### config.mk
export PLATFORM = sky130hd
export DESIGN_NAME = keyed_completion_table_flat
export DESIGN_NICKNAME = d
export VERILOG_FILES = /design/src/rtl/core/kct_pkg.sv /design/src/rtl/core/kct_if.sv /design/src/rtl/core/keyed_completion_table.sv /design/src/flat_wrapper.sv
export SDC_FILE = /design/constraint.sdc
export NUM_CORES = 1
export LEC_CHECK = 0
export ABC_AREA = 1
export BUFFER_PORTS_ARGS = -buffer_cell sky130_fd_sc_hd__buf_2
export CORE_MARGIN = 5
export CORE_UTILIZATION = 61
export CTS_CLUSTER_DIAMETER = 100
export DETAILED_ROUTE_END_ITERATION = 8
export MAX_ROUTING_LAYER = met4
export PLACE_DENSITY = 0.78
export RECOVER_POWER = 100
export REMOVE_ABC_BUFFERS = 1
export SETUP_SLACK_MARGIN = 0.4
export SYNTH_ARGS = -nofsm -noshare
export SYNTH_HDL_FRONTEND = slang
export SYNTH_SLANG_ARGS = --single-unit
### constraint.sdc
create_clock -name clk -period 12.2 [get_ports clk]
set_input_delay 1.22 -clock clk [delete_from_list [all_inputs] [get_ports clk]]
set_output_delay 1.22 -clock clk [all_outputs]
set_load 0.02 [all_outputs]
### src/rtl/core/kct_pkg.sv
`default_nettype none
// ----------------------------------------------------------------------------
// kct_pkg
// Shared types and constants of the keyed completion table.
// ----------------------------------------------------------------------------
package kct_pkg;

  localparam int ENTRIES   = 16;
  localparam int ID_BITS   = 32;
  localparam int DATA_BITS = 32;

  localparam int IDX_W  = (ENTRIES > 1) ? $clog2(ENTRIES) : 1;
  localparam int CNT_W  = $clog2(ENTRIES + 1);
  localparam int KIND_W = 3;
  localparam int KEY_W  = ID_BITS + KIND_W;

  localparam logic [IDX_W-1:0] LAST_IDX = IDX_W'(ENTRIES - 1);

  typedef enum logic [2:0] {
    ACT_PUBLISH = 3'd0,
    ACT_REPLACE = 3'd1,
    ACT_REMOVE  = 3'd2,
    ACT_LOOKUP  = 3'd3,
    ACT_CLEAR   = 3'd4
  } action_t;

  typedef enum logic [2:0] {
    KIND_MESH     = 3'd2,
    KIND_MATERIAL = 3'd3,
    KIND_TEXTURE  = 3'd4
  } kind_t;

  typedef enum logic [2:0] {
    ST_PUBLISHED = 3'd0,
    ST_ALREADY   = 3'd1,
    ST_REPLACED  = 3'd2,
    ST_INVALID   = 3'd3,
    ST_MISSING   = 3'd4,
    ST_REMOVED   = 3'd5,
    ST_NOTFOUND  = 3'd6,
    ST_FULL      = 3'd7
  } status_t;

  typedef enum logic [1:0] {
    S_IDLE,
    S_SCAN,
    S_WRITE
  } state_t;

  typedef struct packed {
    logic    do_insert;
    logic    do_update;
    logic    do_remove;
    logic    do_clear;
    status_t status;
  } commit_t;

endpackage
`default_nettype wire

### src/rtl/core/kct_if.sv
`default_nettype none
// ----------------------------------------------------------------------------
// kct_req_if / kct_res_if
// Valid/ready channels carrying table requests and their results.
// ----------------------------------------------------------------------------
interface kct_req_if;
  logic        valid;
  logic        ready;
  logic [2:0]  action;
  logic [31:0] asset_id;
  logic [2:0]  asset_kind;
  logic        load_ok;
  logic        handle_valid;
  logic [31:0] payload;

  modport source (
    output valid, action, asset_id, asset_kind, load_ok, handle_valid, payload,
    input  ready
  );
  modport sink (
    input  valid, action, asset_id, asset_kind, load_ok, handle_valid, payload,
    output ready
  );
endinterface

interface kct_res_if;
  logic        valid;
  logic        ready;
  logic [2:0]  status;
  logic        found;
  logic [31:0] found_payload;
  logic [4:0]  entry_count;

  modport source (
    output valid, status, found, found_payload, entry_count,
    input  ready
  );
  modport sink (
    input  valid, status, found, found_payload, entry_count,
    output ready
  );
endinterface
`default_nettype wire

### src/rtl/core/keyed_completion_table.sv
`default_nettype none
// ----------------------------------------------------------------------------
// keyed_completion_table
// Keyed record table with publish, replace, remove, lookup and clear.
// ----------------------------------------------------------------------------
// One request is handled at a time. Valid bits sit in flip-flops; keys and
// payloads sit in memories with one read port and one write port, which a
// sequencer reads one entry per cycle, feeding a single key comparator. A
// request with a valid key and action 0 to 3 scans until the key is found
// or the last slot is compared, then commits; clear, invalid and undefined
// requests skip the scan and go straight to the write state. The
// next request may be accepted while the previous result still waits in the
// output register, but it cannot finish until that result has been taken.
module keyed_completion_table
  import kct_pkg::*;
(
  input  wire logic  clk,
  input  wire logic  rst,
  kct_req_if.sink    req,
  kct_res_if.source  res
);

  state_t state, state_next;

  logic [ENTRIES-1:0]   entry_valid;
  logic [KEY_W-1:0]     key_mem  [ENTRIES];
  logic [DATA_BITS-1:0] data_mem [ENTRIES];
  logic [CNT_W-1:0]     valid_count;

  action_t              req_action;
  logic [KEY_W-1:0]     req_key;
  logic                 req_handle;
  logic                 req_key_ok;
  logic [DATA_BITS-1:0] req_data;

  logic [IDX_W-1:0]     rd_addr;
  logic                 rd_done;
  logic [IDX_W-1:0]     cmp_addr;
  logic                 cmp_live;
  logic [KEY_W-1:0]     key_rd;
  logic [DATA_BITS-1:0] data_rd;

  logic                 hit;
  logic [IDX_W-1:0]     hit_addr;
  logic [DATA_BITS-1:0] hit_data;
  logic                 free_ok;
  logic [IDX_W-1:0]     free_addr;

  logic                 hit_now;
  logic                 free_now;
  logic                 scan_end;
  logic                 out_free;
  logic                 accept;
  logic                 commit_go;
  logic                 in_key_ok;
  logic                 need_scan;
  commit_t              cm;
  logic [IDX_W-1:0]     wr_addr;

  assign out_free  = !res.valid || res.ready;
  assign accept    = req.valid && req.ready;
  assign in_key_ok = (req.asset_id[ID_BITS > 32 ? 31 : ID_BITS-1:0] != '0) &&
                     (req.asset_kind == KIND_MESH || req.asset_kind == KIND_MATERIAL ||
                      req.asset_kind == KIND_TEXTURE);
  assign need_scan = in_key_ok && (req.action <= ACT_LOOKUP);

  assign hit_now  = cmp_live && entry_valid[cmp_addr] && (key_rd == req_key);
  assign free_now = cmp_live && !entry_valid[cmp_addr];
  assign scan_end = hit_now || (cmp_live && cmp_addr == LAST_IDX);

  // next state
  always_comb begin
    state_next = state;
    unique case (state)
      S_IDLE:  if (accept) state_next = need_scan ? S_SCAN : S_WRITE;
      S_SCAN:  if (scan_end) state_next = S_WRITE;
      S_WRITE: if (out_free) state_next = S_IDLE;
      default: state_next = S_IDLE;
    endcase
  end

  // outputs of the sequencer
  always_comb begin
    req.ready = 1'b0;
    commit_go = 1'b0;
    unique case (state)
      S_IDLE:  req.ready = 1'b1;
      S_SCAN:  ;
      S_WRITE: commit_go = out_free;
      default: ;
    endcase
  end

  always_ff @(posedge clk) begin
    if (rst) state <= S_IDLE;
    else     state <= state_next;
  end

  // request capture
  always_ff @(posedge clk) begin
    if (accept) begin
      req_action <= action_t'(req.action);
      req_key    <= {ID_BITS'(req.asset_id), req.asset_kind};
      req_handle <= req.load_ok && req.handle_valid;
      req_key_ok <= in_key_ok;
      req_data   <= DATA_BITS'(req.payload);
    end
  end

  // scan sequencer
  always_ff @(posedge clk) begin
    if (rst) begin
      cmp_live <= 1'b0;
      rd_done  <= 1'b0;
      hit      <= 1'b0;
      free_ok  <= 1'b0;
    end else if (accept) begin
      rd_addr  <= '0;
      rd_done  <= 1'b0;
      cmp_live <= 1'b0;
      hit      <= 1'b0;
      free_ok  <= 1'b0;
    end else if (state == S_SCAN) begin
      cmp_addr <= rd_addr;
      cmp_live <= !rd_done && !scan_end;
      if (rd_addr == LAST_IDX) rd_done <= 1'b1;
      else                     rd_addr <= rd_addr + 1'b1;
      if (hit_now) begin
        hit      <= 1'b1;
        hit_addr <= cmp_addr;
        hit_data <= data_rd;
      end
      if (free_now && !free_ok) begin
        free_ok   <= 1'b1;
        free_addr <= cmp_addr;
      end
    end else begin
      cmp_live <= 1'b0;
    end
  end

  // commit decode
  always_comb begin
    cm = '{do_insert: 1'b0, do_update: 1'b0, do_remove: 1'b0, do_clear: 1'b0,
           status: ST_INVALID};
    if (req_action == ACT_CLEAR) begin
      cm.do_clear = 1'b1;
      cm.status   = ST_REMOVED;
    end else if (req_key_ok) begin
      unique case (req_action)
        ACT_PUBLISH, ACT_REPLACE: begin
          if (!req_handle) cm.status = ST_MISSING;
          else if (hit) begin
            if (req_action == ACT_PUBLISH) cm.status = ST_ALREADY;
            else begin
              cm.do_update = 1'b1;
              cm.status    = ST_REPLACED;
            end
          end else if (free_ok) begin
            cm.do_insert = 1'b1;
            cm.status    = ST_PUBLISHED;
          end else cm.status = ST_FULL;
        end
        ACT_REMOVE: begin
          cm.do_remove = hit;
          cm.status    = hit ? ST_REMOVED : ST_NOTFOUND;
        end
        ACT_LOOKUP: cm.status = hit ? ST_ALREADY : ST_NOTFOUND;
        default:    cm.status = ST_INVALID;
      endcase
    end
  end

  assign wr_addr = cm.do_insert ? free_addr : hit_addr;

  // key and payload memories
  always_ff @(posedge clk) begin
    key_rd  <= key_mem[rd_addr];
    data_rd <= data_mem[rd_addr];
    if (commit_go && cm.do_insert) key_mem[wr_addr] <= req_key;
    if (commit_go && (cm.do_insert || cm.do_update)) data_mem[wr_addr] <= req_data;
  end

  // valid bits and count
  always_ff @(posedge clk) begin
    if (rst) begin
      entry_valid <= '0;
      valid_count <= '0;
    end else if (commit_go) begin
      if (cm.do_clear) begin
        entry_valid <= '0;
        valid_count <= '0;
      end else if (cm.do_insert) begin
        entry_valid[free_addr] <= 1'b1;
        valid_count            <= valid_count + 1'b1;
      end else if (cm.do_remove) begin
        entry_valid[hit_addr] <= 1'b0;
        if (valid_count != '0) valid_count <= valid_count - 1'b1;
      end
    end
  end

  // result register
  always_ff @(posedge clk) begin
    if (rst) res.valid <= 1'b0;
    else if (commit_go) res.valid <= 1'b1;
    else if (res.ready) res.valid <= 1'b0;
  end

  always_ff @(posedge clk) begin
    if (commit_go) begin
      res.status        <= cm.status;
      res.found         <= hit && req_key_ok && (req_action <= ACT_LOOKUP);
      res.found_payload <= (hit && req_key_ok && req_action == ACT_LOOKUP) ?
                           32'(hit_data) : 32'd0;
      if (cm.do_clear)       res.entry_count <= 5'd0;
      else if (cm.do_insert) res.entry_count <= 5'(valid_count + 1'b1);
      else if (cm.do_remove && valid_count != '0)
                             res.entry_count <= 5'(valid_count - 1'b1);
      else                   res.entry_count <= 5'(valid_count);
    end
  end

endmodule
`default_nettype wire

### src/flat_wrapper.sv
// flat-port wrapper written by rule: the top's interface ports become plain ports
module keyed_completion_table_flat import kct_pkg::*;
  (clk, rst, req_valid, req_action, req_asset_id, req_asset_kind, req_load_ok, req_handle_valid, req_payload, req_ready, res_valid, res_status, res_found, res_found_payload, res_entry_count, res_ready);
  kct_req_if req_i ();
  kct_res_if res_i ();
  input  wire logic clk;
  input  wire logic rst;
  input wire logic [$bits(req_i.valid)-1:0] req_valid;
  input wire logic [$bits(req_i.action)-1:0] req_action;
  input wire logic [$bits(req_i.asset_id)-1:0] req_asset_id;
  input wire logic [$bits(req_i.asset_kind)-1:0] req_asset_kind;
  input wire logic [$bits(req_i.load_ok)-1:0] req_load_ok;
  input wire logic [$bits(req_i.handle_valid)-1:0] req_handle_valid;
  input wire logic [$bits(req_i.payload)-1:0] req_payload;
  output wire logic [$bits(req_i.ready)-1:0] req_ready;
  output wire logic [$bits(res_i.valid)-1:0] res_valid;
  output wire logic [$bits(res_i.status)-1:0] res_status;
  output wire logic [$bits(res_i.found)-1:0] res_found;
  output wire logic [$bits(res_i.found_payload)-1:0] res_found_payload;
  output wire logic [$bits(res_i.entry_count)-1:0] res_entry_count;
  input wire logic [$bits(res_i.ready)-1:0] res_ready;
  assign req_i.valid = req_valid;
  assign req_i.action = req_action;
  assign req_i.asset_id = req_asset_id;
  assign req_i.asset_kind = req_asset_kind;
  assign req_i.load_ok = req_load_ok;
  assign req_i.handle_valid = req_handle_valid;
  assign req_i.payload = req_payload;
  assign req_ready = req_i.ready;
  assign res_valid = res_i.valid;
  assign res_status = res_i.status;
  assign res_found = res_i.found;
  assign res_found_payload = res_i.found_payload;
  assign res_entry_count = res_i.entry_count;
  assign res_i.ready = res_ready;
  keyed_completion_table u_core (.clk(clk), .rst(rst), .req(req_i), .res(res_i));
endmodule
# Word level (Yosys, flattened, before mapping)
# Memories as Yosys holds them, arrays and structs flattened. A register that Yosys moved wholly into a read port is not among the register bits.
# Cells that the tools add are included.
dict set report word_totals {
  mem_bits_rw 1072
  inputBits 76
  memories 2
  out_inout_bits 43
  ff_bits 189
  elab_cells 157
}
# memory depth width rd rd_ports_with_merged_regs write_ports line
set mem_list {}
lappend mem_list {u_core.key_mem 16 35 1 1 1 keyed_completion_table.sv:26} ;# logic [KEY_W-1:0] key_mem [ENTRIES];
lappend mem_list {u_core.data_mem 16 32 1 1 1 keyed_completion_table.sv:27} ;# logic [DATA_BITS-1:0] data_mem [ENTRIES];
dict set report op_classes {
  n_eq_ne 16
  n_bitwise 7
  add_sub_neg 3
  reduce_logical 50
  magnitude_cmp 7
  mux 49
}
# op count
set op_table {}
lappend op_table {{16-bit two-way mux} 3}
lappend op_table {{35-bit equality test} 1}
lappend op_table {{32-bit nonzero test} 1}
lappend op_table {{5-bit two-way mux} 6}
lappend op_table {{3-bit two-way mux} 7}
lappend op_table {{1-bit logical AND} 18}
lappend op_table {{1-bit two-way mux} 17}
lappend op_table {{16-bit AND} 1}
lappend op_table {{2-bit two-way mux} 8}
lappend op_table {{16-bit inverter} 1}
lappend op_table {{16-bit OR} 1}
lappend op_table {{4-bit by 5-bit less-than comparator with 1-bit output, second input constant} 3}
lappend op_table {{3-bit by 2-bit equality test with 1-bit output, second input constant} 4}
lappend op_table {{4-bit two-way mux} 3}
lappend op_table {{3-bit AND reduction} 4}
lappend op_table {{3-bit one-hot mux with 3 select lines} 1}
lappend op_table {{1-bit demux with 4-bit select} 2}
lappend op_table {{4-bit equality test, second input constant} 2}
lappend op_table {{4-bit by 1-bit greater-or-equal comparator with 1-bit output, second input constant} 2}
lappend op_table {{2-bit by 1-bit inequality test with 1-bit output, second input constant} 4}
lappend op_table {{2-bit AND reduction} 4}
lappend op_table {{4-bit AND reduction} 2}
lappend op_table {{3-bit equality test, second input constant} 2}
lappend op_table {{3-bit by 2-bit less-or-equal comparator with 1-bit output, second input constant} 2}
lappend op_table {{18 further kinds} 33}

# Depth between registers and ports, before layout
# Gate-level depths: netlist (run 1).
dict set report depth {
  depth_word 11
  mapped_depth 12
  depth_no_buf 12
}

# Least setup slack after synthesis (run 1)
# No wires, ideal clock.
dict set report synth_timing {
  kind {input -> register}
  from {input port res_ready}
  to {memory u_core.key_mem[0][0] (netlist bit), enable pin}
  setup_time_ns 0.427
  path_slack_ns 7.144
  cell_stages 7
  t_arrival_ns 4.629
  path_cell_list {nor2_1 > nor2_2 > inv_1 > nor2_2 > inv_2 > clkbuf_1 > nor2_1}
}
dict set report synth_between {
  elab_chain_len 5
}
# item line
set synth_lines {}
lappend synth_lines {{start: declaration} flat_wrapper.sv:21} ;# input wire logic [$bits(res_i.ready)-1:0] res_ready;
lappend synth_lines {{1-bit logical OR} keyed_completion_table.sv:60} ;# assign out_free = !res.valid || res.ready;
lappend synth_lines {{1-bit two-way mux} keyed_completion_table.sv:86} ;# unique case (state)
lappend synth_lines {{net u_core.commit_go} keyed_completion_table.sv:54} ;# logic commit_go;
lappend synth_lines {{1-bit logical AND} keyed_completion_table.sv:180} ;# if (commit_go && cm.do_insert) key_mem[wr_addr] <= req_key;
lappend synth_lines {{1-bit two-way mux} keyed_completion_table.sv:180}
lappend synth_lines {{1-bit two-way mux (implied by the code)} keyed_completion_table.sv:180}
lappend synth_lines {{end: declaration} keyed_completion_table.sv:26}
# The timed path passes the listed nets, and every way through them passes these cells.

==> results of run 1 <==
## sequential cells by signal (all words and copies together), names as in the netlist, 2 cells and up
register	count
u_core.key_rd	35
u_core.data_rd	32
u_core.valid_count	5
u_core.rd_addr	4
u_core.hit_addr	4
u_core.key_mem	560
u_core.cmp_addr	4
u_core.req_data	32
u_core.res.found_payload	32
u_core.state	2
u_core.req_key	35
u_core.data_mem	512
u_core.hit_data	32
u_core.entry_valid	16
u_core.req_action	3
u_core.free_addr	4
u_core.res.status	3
u_core.res.entry_count	5
## synth_stat cells, drive strengths merged
| cell | count | area, um^2 |
|---|---|---|
| a211oi | 5 | 42.5 |
| a21boi | 1 | 7.51 |
| a21oi | 47 | 243 |
| a22oi | 1 | 7.51 |
| a311oi | 1 | 8.76 |
| a31oi | 1 | 12.5 |
| a41oi | 1 | 16.3 |
| buf | 84 | 467 |
| clkbuf | 134 | 503 |
| clkinv | 4 | 15.0 |
| dfxtp | 95 | 1900 |
| edfxtp | 1233 | 37000 |
| ha | 3 | 37.5 |
| inv | 147 | 552 |
| mux2 | 1 | 11.3 |
| mux2i | 112 | 1120 |
| nand2 | 293 | 1110 |
| nand3 | 148 | 741 |
| nand4 | 32 | 200 |
| nor2 | 735 | 2790 |
| nor3 | 17 | 95.1 |
| nor4 | 2 | 12.5 |
| o211ai | 23 | 173 |
| o21a | 1 | 7.51 |
| o21ai | 289 | 1450 |
| o221ai | 112 | 981 |
| o22ai | 1 | 6.26 |
| o311ai | 1 | 8.76 |
| o32ai | 156 | 1370 |
| or2 | 7 | 43.8 |
| xnor2 | 10 | 87.6 |
| xor2 | 3 | 26.3 |
## per-stage QoR
stage,std cells,util,setup TNS [ns],area (um^2)
3_3_place_gp,4736,0.634,0,52800
3_5_place_dp,4736,0.634,0,52800
4_1_cts,4980,0.686,0,57200
6_report,4982,0.683,0,56900
5_1_grt,4982,0.683,0,56900
2_1_floorplan,3482,-,-629.83,50100
## placed cells by master (no fill, tap or decap), drive strengths merged, types with 47 or more instances in the layout
| cell | instances |
|---|---|
| o221ai | 112 |
| edfxtp | 1233 |
| nand3 | 148 |
| nor2 | 735 |
| a21oi | 47 |
| o21ai | 289 |
| inv | 150 |
| buf | 48 |
| nand2 | 293 |
| o32ai | 156 |
| clkbuf | 321 |
| dfxtp | 95 |
| mux2i | 112 |
## worst max-delay path: cells and delay by family (launching register included)
family / cells / cell delay (ns)
flops: 1 / 0.40
compound gates: 3 / 1.25
simple gates: 1 / 0.13
buf+inv: 2 / 5.62
## cells by family (layout without fill, tap and decap cells)
logic type / count (synthesis) / after routing / share of synthesized area
AND/OR/NAND/NOR: 1234 / 1234 / 0.0978
adder cells (fa/ha/maj): 3 / 3 / 0.000735
flip-flops: 1328 / 1328 / 0.762
AO/OA/AOI/OAI: 640 / 640 / 0.0849
multiplexers: 113 / 113 / 0.0222
other: 0 / 2 / 0
buffers and inverters: 369 / 569 / 0.0301
XOR/XNOR: 13 / 13 / 0.00223
## layout make-up
class,count,area [um^2]
flip-flops and latches,1328,38900
fillers,5426,26400
multi-input cells,2003,10800
clock buffers,195,3790
well taps,1080,1350
repair buffers,174,783
clock inverters,49,597
inverters,151,578
diodes,2,5.00
## final timing paths
check	from	end	slack, ns	cells past startpoint
hold reg to reg	u_core.data_rd[3]	u_core.hit_data[3]	0.39	0
setup reg to reg	u_core.rd_addr[1]	u_core.key_rd[19]	4.63	6
setup / recovery	u_core.rd_addr[1]	u_core.key_rd[19]	4.63	6
hold / removal	u_core.data_rd[3]	u_core.hit_data[3]	0.39	0
## layer usage
metal,share of wire,vias to the layer above
met4,0.032,0
met3,0.077,276
met5,0,-
met1,0.39,15300
met2,0.50,1499
li1,-,13900
## power by group through the flow
| stage | registers, uW | clock network [uW] | logic [uW] |
|---|---|---|---|
| floorplan | 5280 | 0 | 320 |
| finish | 5170 | 4060 | 503 |
| detailed placement | 5260 | 0 | 495 |
| global route | 5170 | 4300 | 551 |
| global placement | 5250 | 0 | 482 |
| CTS | 5160 | 4110 | 502 |
==> results.toml, run 1 <==
[flow_run]
drv_cap = 42

[timing]
worstMarginPinSlew_ns = 4.16
final_hold_viol_count = 0
drv_slew = 1662
relSlewSlack = -1.77
setup_viol = 0
rsz0062_at_grt = "false"
fmax_mhz = 132
final_critical_path_setup_slack_ns = 4.63
fin_crit_ns = 7.57
hold_ws_ns = 0.392
fin_skew_ns = 0.0204
fin_crit_sh = 0.620

[power]
p_per_area_mw_per_mm2 = 171
pwr-share-clk = 0.417
seq_power_share = 0.531
sw_frac_of_total = 0.216
combinationalPowerShare = 0.052
power_uw = 9730
peakVddDrop_mv = 0.199
p_leak_uw = 0.0189
p_int_uw = 7620
p_switching_uw = 2110

[critical_path]
end_kind = "register"
critPathArrivalTime_ns = 8.22
worstPathMaxFanout = 102
worstPathCellList = "clkbuf_1, clkbuf_1, o21ai_0, o221ai_1, o211ai_1, nand3_1"
slowest_delay_ns = 3.03
critPathSlowestCell = "clkbuf_1"
required_ns = 12.85
crit_type = "reg -> reg"
worstSetupStartpointType = "register"
cp_common_cell = "clkbuf_1"

[yosys]
synth_seq_cells = 1328
yosysWarningCount = 0
synth.distinct_cells = 44
syn_inst = 3700
seq_area_frac_synth = 0.762
postSynthAreaPerCell_um2 = 13.8
syn_area_mm2 = 0.0511

[detailed_routing]
viasPerCell = 6.22
drtPass1Iterations = 6
antenna_left = 0
route.detailed.drc = 0
dr_total_vias = 31000
wire_per_inst_um = 23.2
wirelength_um = 116000
drtIter0Drc = 3688

[global_route]
grt_overflow = 0
use_met1 = 0.344
grt_pass1_vias = 31100
antenna_found_initial = 2
grt-busiest-layer = "met2"
grt_pass1_wl_um = 178000
grt_max_degree = 259
grt.met3_usage = 0.0384
track_usage = 0.264
met2_usage = 0.431

[floorplanning]
die_area_mm2 = 0.0896
initial_core_util = 0.613
core_mm2 = 0.0833
num_rows = 106
die_h_um = 299
io_pins = 119
die_x_um = 299

[finish]
drive_gt1_frac = 0.0779
nNetsFinal = 3869
synthToLayoutAreaGrowth_pct = 11.3

[clocking]
cts_sinks = 1328
clock_path_buffers = 3
cts_setup_buffers = 0
cts_resized = 0
postCtsHoldBufs = 0
cts_made_buffers = 132
cts_tree = "built"
htreeDepth = 4
clk_latency_ns = 0.73
cts.clk_slew.worst_paths_ns = 0.06
clock-root-buffer = "clkbuf_16"

[worst_hold_path]
hold_path_class = "reg -> reg"

[placed_design]
place_ws_ns = 7.80
hpwl_um = 60200
port_buffers = 118
routabilityCongestion = 0.899

[status]
outcome = "finished, violations left"
violations = "capacitance limit, slew limit"
(Power assumes the default switching activity.)
==> run 2, diff against run 1 <==
--- a/config.mk
+++ b/config.mk
@@ -8,11 +8,11 @@
 export ABC_AREA = 1
 export BUFFER_PORTS_ARGS = -buffer_cell sky130_fd_sc_hd__buf_2
 export CORE_MARGIN = 5
-export CORE_UTILIZATION = 61
+export CORE_UTILIZATION = 56
 export CTS_CLUSTER_DIAMETER = 100
 export DETAILED_ROUTE_END_ITERATION = 8
 export MAX_ROUTING_LAYER = met4
-export PLACE_DENSITY = 0.78
+export PLACE_DENSITY = 0.75
 export RECOVER_POWER = 100
 export REMOVE_ABC_BUFFERS = 1
 export SETUP_SLACK_MARGIN = 0.4
==> constraint.sdc (replaced) <==
create_clock -name clk -period 6.2 [get_ports clk]
set_input_delay 0.62 -clock clk [delete_from_list [all_inputs] [get_ports clk]]
set_output_delay 0.62 -clock clk [all_outputs]
set_load 0.02 [all_outputs]
==> run 2 against run 1 <==
  * The run still ends with capacitance limit, slew limit left
  * Register-to-register slack got worse by 3.1 ns
  * First-iteration DRC count rose by 7.3%
  * Combinational power is 97% higher
  * Sequential power is 97% higher
  * Clock skew is 0.0073 ns higher
  * Final area up 0.67%
  * Final cell count rose by 1.9%
  * Maximum frequency increased by 61%
==> results.toml, run 2 (synthesis results as in run 1) <==
[timing]
rsz0062_at_grt = "false"
drv_slew = 282
fin_crit_ns = 4.69
setup_viol = 0
fmax_mhz = 213
finalSetupTns_ns = 0
worstMarginPinSlew_ns = 2.71
relSlewSlack = -0.804
final_hold_viol_count = 0
hold_ws_ns = 0.0589
fin_crit_sh = 0.756
fin_skew_ns = 0.0277
final_critical_path_setup_slack_ns = 1.51

[power]
sw_frac_of_total = 0.218
seq_power_share = 0.524
pwr-share-clk = 0.425
p_leak_uw = 0.0191
p_int_uw = 15200
p_per_area_mw_per_mm2 = 339
combinationalPowerShare = 0.051
p_switching_uw = 4230
peakVddDrop_mv = 0.294

[detailed_routing]
drtIter0Drc = 3956
dr_total_vias = 31000
route.detailed.drc = 0
viasPerCell = 6.11
antenna_left = 0
wire_per_inst_um = 23.6
wirelength_um = 120000
drtPass1Iterations = 8

[floorplanning]
io_pins = 119
initial_core_util = 0.566
die_area_mm2 = 0.0973
core_mm2 = 0.0903
num_rows = 110
die_h_um = 312
die_x_um = 312

[clocking]
cts_setup_buffers = 0
cts_tree = "built"
postCtsHoldBufs = 0
cts_resized = 0
htreeDepth = 4
cts_sinks = 1328
clock-root-buffer = "clkbuf_16"
cts_made_buffers = 133
cts.clk_slew.worst_paths_ns = 0.06
clock_path_buffers = 3
clk_latency_ns = 0.73

[placed_design]
port_buffers = 118
place_inst = 4834
place_ws_ns = 2.34
hpwl_um = 63300
routabilityCongestion = 0.900

[finish]
num-fill-cells = 6425
synthToLayoutAreaGrowth_pct = 12.1
drive_gt1_frac = 0.0912
largest_reg_flops = 560
utilization = 0.634
nNetsFinal = 3872
layout_common_cells = "edfxtp_1, nor2_1, nand2_1, o21ai_0, o32ai_1"
top_register = "u_core.key_mem"
final_common_cell = "edfxtp_1"
biggestRegsByFlops = "u_core.key_mem (560), u_core.data_mem (512)"
stdcell_count = 5079

[global_route]
antenna_found_initial = 1
grt_pass1_vias = 30500
track_usage = 0.247
grt_overflow = 0
grt_max_degree = 220
grt_pass1_wl_um = 181000

[critical_path]
critical-path-top-delay-family = "buffers and inverters"
worstPathCellList = "nor2_1, nand2_1, clkinvlp_2, buf_4, nor2_1, inv_1, nor2_1"
critPathSlowestCell = "clkinvlp_2"
worstPathMaxFanout = 45
critPathArrivalTime_ns = 5.07
end_kind = "register"
cp_common_cell = "nor2_1"
crit_buf_inv = 3
slowest_delay_ns = 1.84
crit_type = "reg -> reg"
worstSetupStartpointType = "register"
required_ns = 6.58

[status]
violations = "capacitance limit, slew limit"
outcome = "finished, violations left"

[flow_run]
drv_cap = 8

[worst_hold_path]
hold_path_class = "in -> reg"
## run 2: metrics by stage
step | total power (uW) | cell area (um^2)
3_5_place_dp | 11300 | 52900
3_3_place_gp | 11300 | 52900
5_1_grt | 20000 | 57200
6_report | 19400 | 57200
4_1_cts | 19500 | 57500
2_1_floorplan | 11000 | 50100
## run 2: power groups by stage
stage	Clock [uW]	Sequential, uW	Combinational (uW)
final	8250	10200	992
after global routing	8710	10200	1080
after CTS	8330	10200	1000
after detailed placement	0	10300	988
after global placement	0	10300	967
after floorplan	0	10400	630
## run 2: worst paths after layout
kind | slack, ns | from | end | cells past startpoint
max | 1.51 | u_core.state[1] | u_core.free_addr[3] | 7
min | 0.06 | req_payload[8] | u_core.req_data[8] | 1
max reg2reg | 1.51 | u_core.state[1] | u_core.free_addr[3] | 7
min reg2reg | 0.40 | u_core.data_rd[29] | u_core.hit_data[29] | 0
## run 2: metal layers
metal  vias to the layer above  track usage  wire length [um]
li1                      13900            -                 -
met1                     15400        0.332             47500
met2                      1535        0.396             58800
met3                       242       0.0368              9590
met4                         0       0.0844              3730
met5                         -            -                 0
## run 2: final cells by class
cell class	instances	area (um^2)	share of cell area
Antenna cell	1	2.50	0.0000437
Clock buffer	179	3720	0.0649
Clock inverter	65	825	0.0144
Inverter	151	579	0.0101
Multi-Input combinational cell	2003	10800	0.189
Sequential cell	1328	38900	0.680
Tap cell	1176	1470	0.0257
Timing Repair Buffer	176	902	0.0158
## run 2: worst register-to-register path: cells and delay by family, from the launching register on
kind	cells	cell delay, ns
AND/OR/NAND/NOR	4	0.94
buffers and inverters	3	3.04
flip-flops	1	0.37
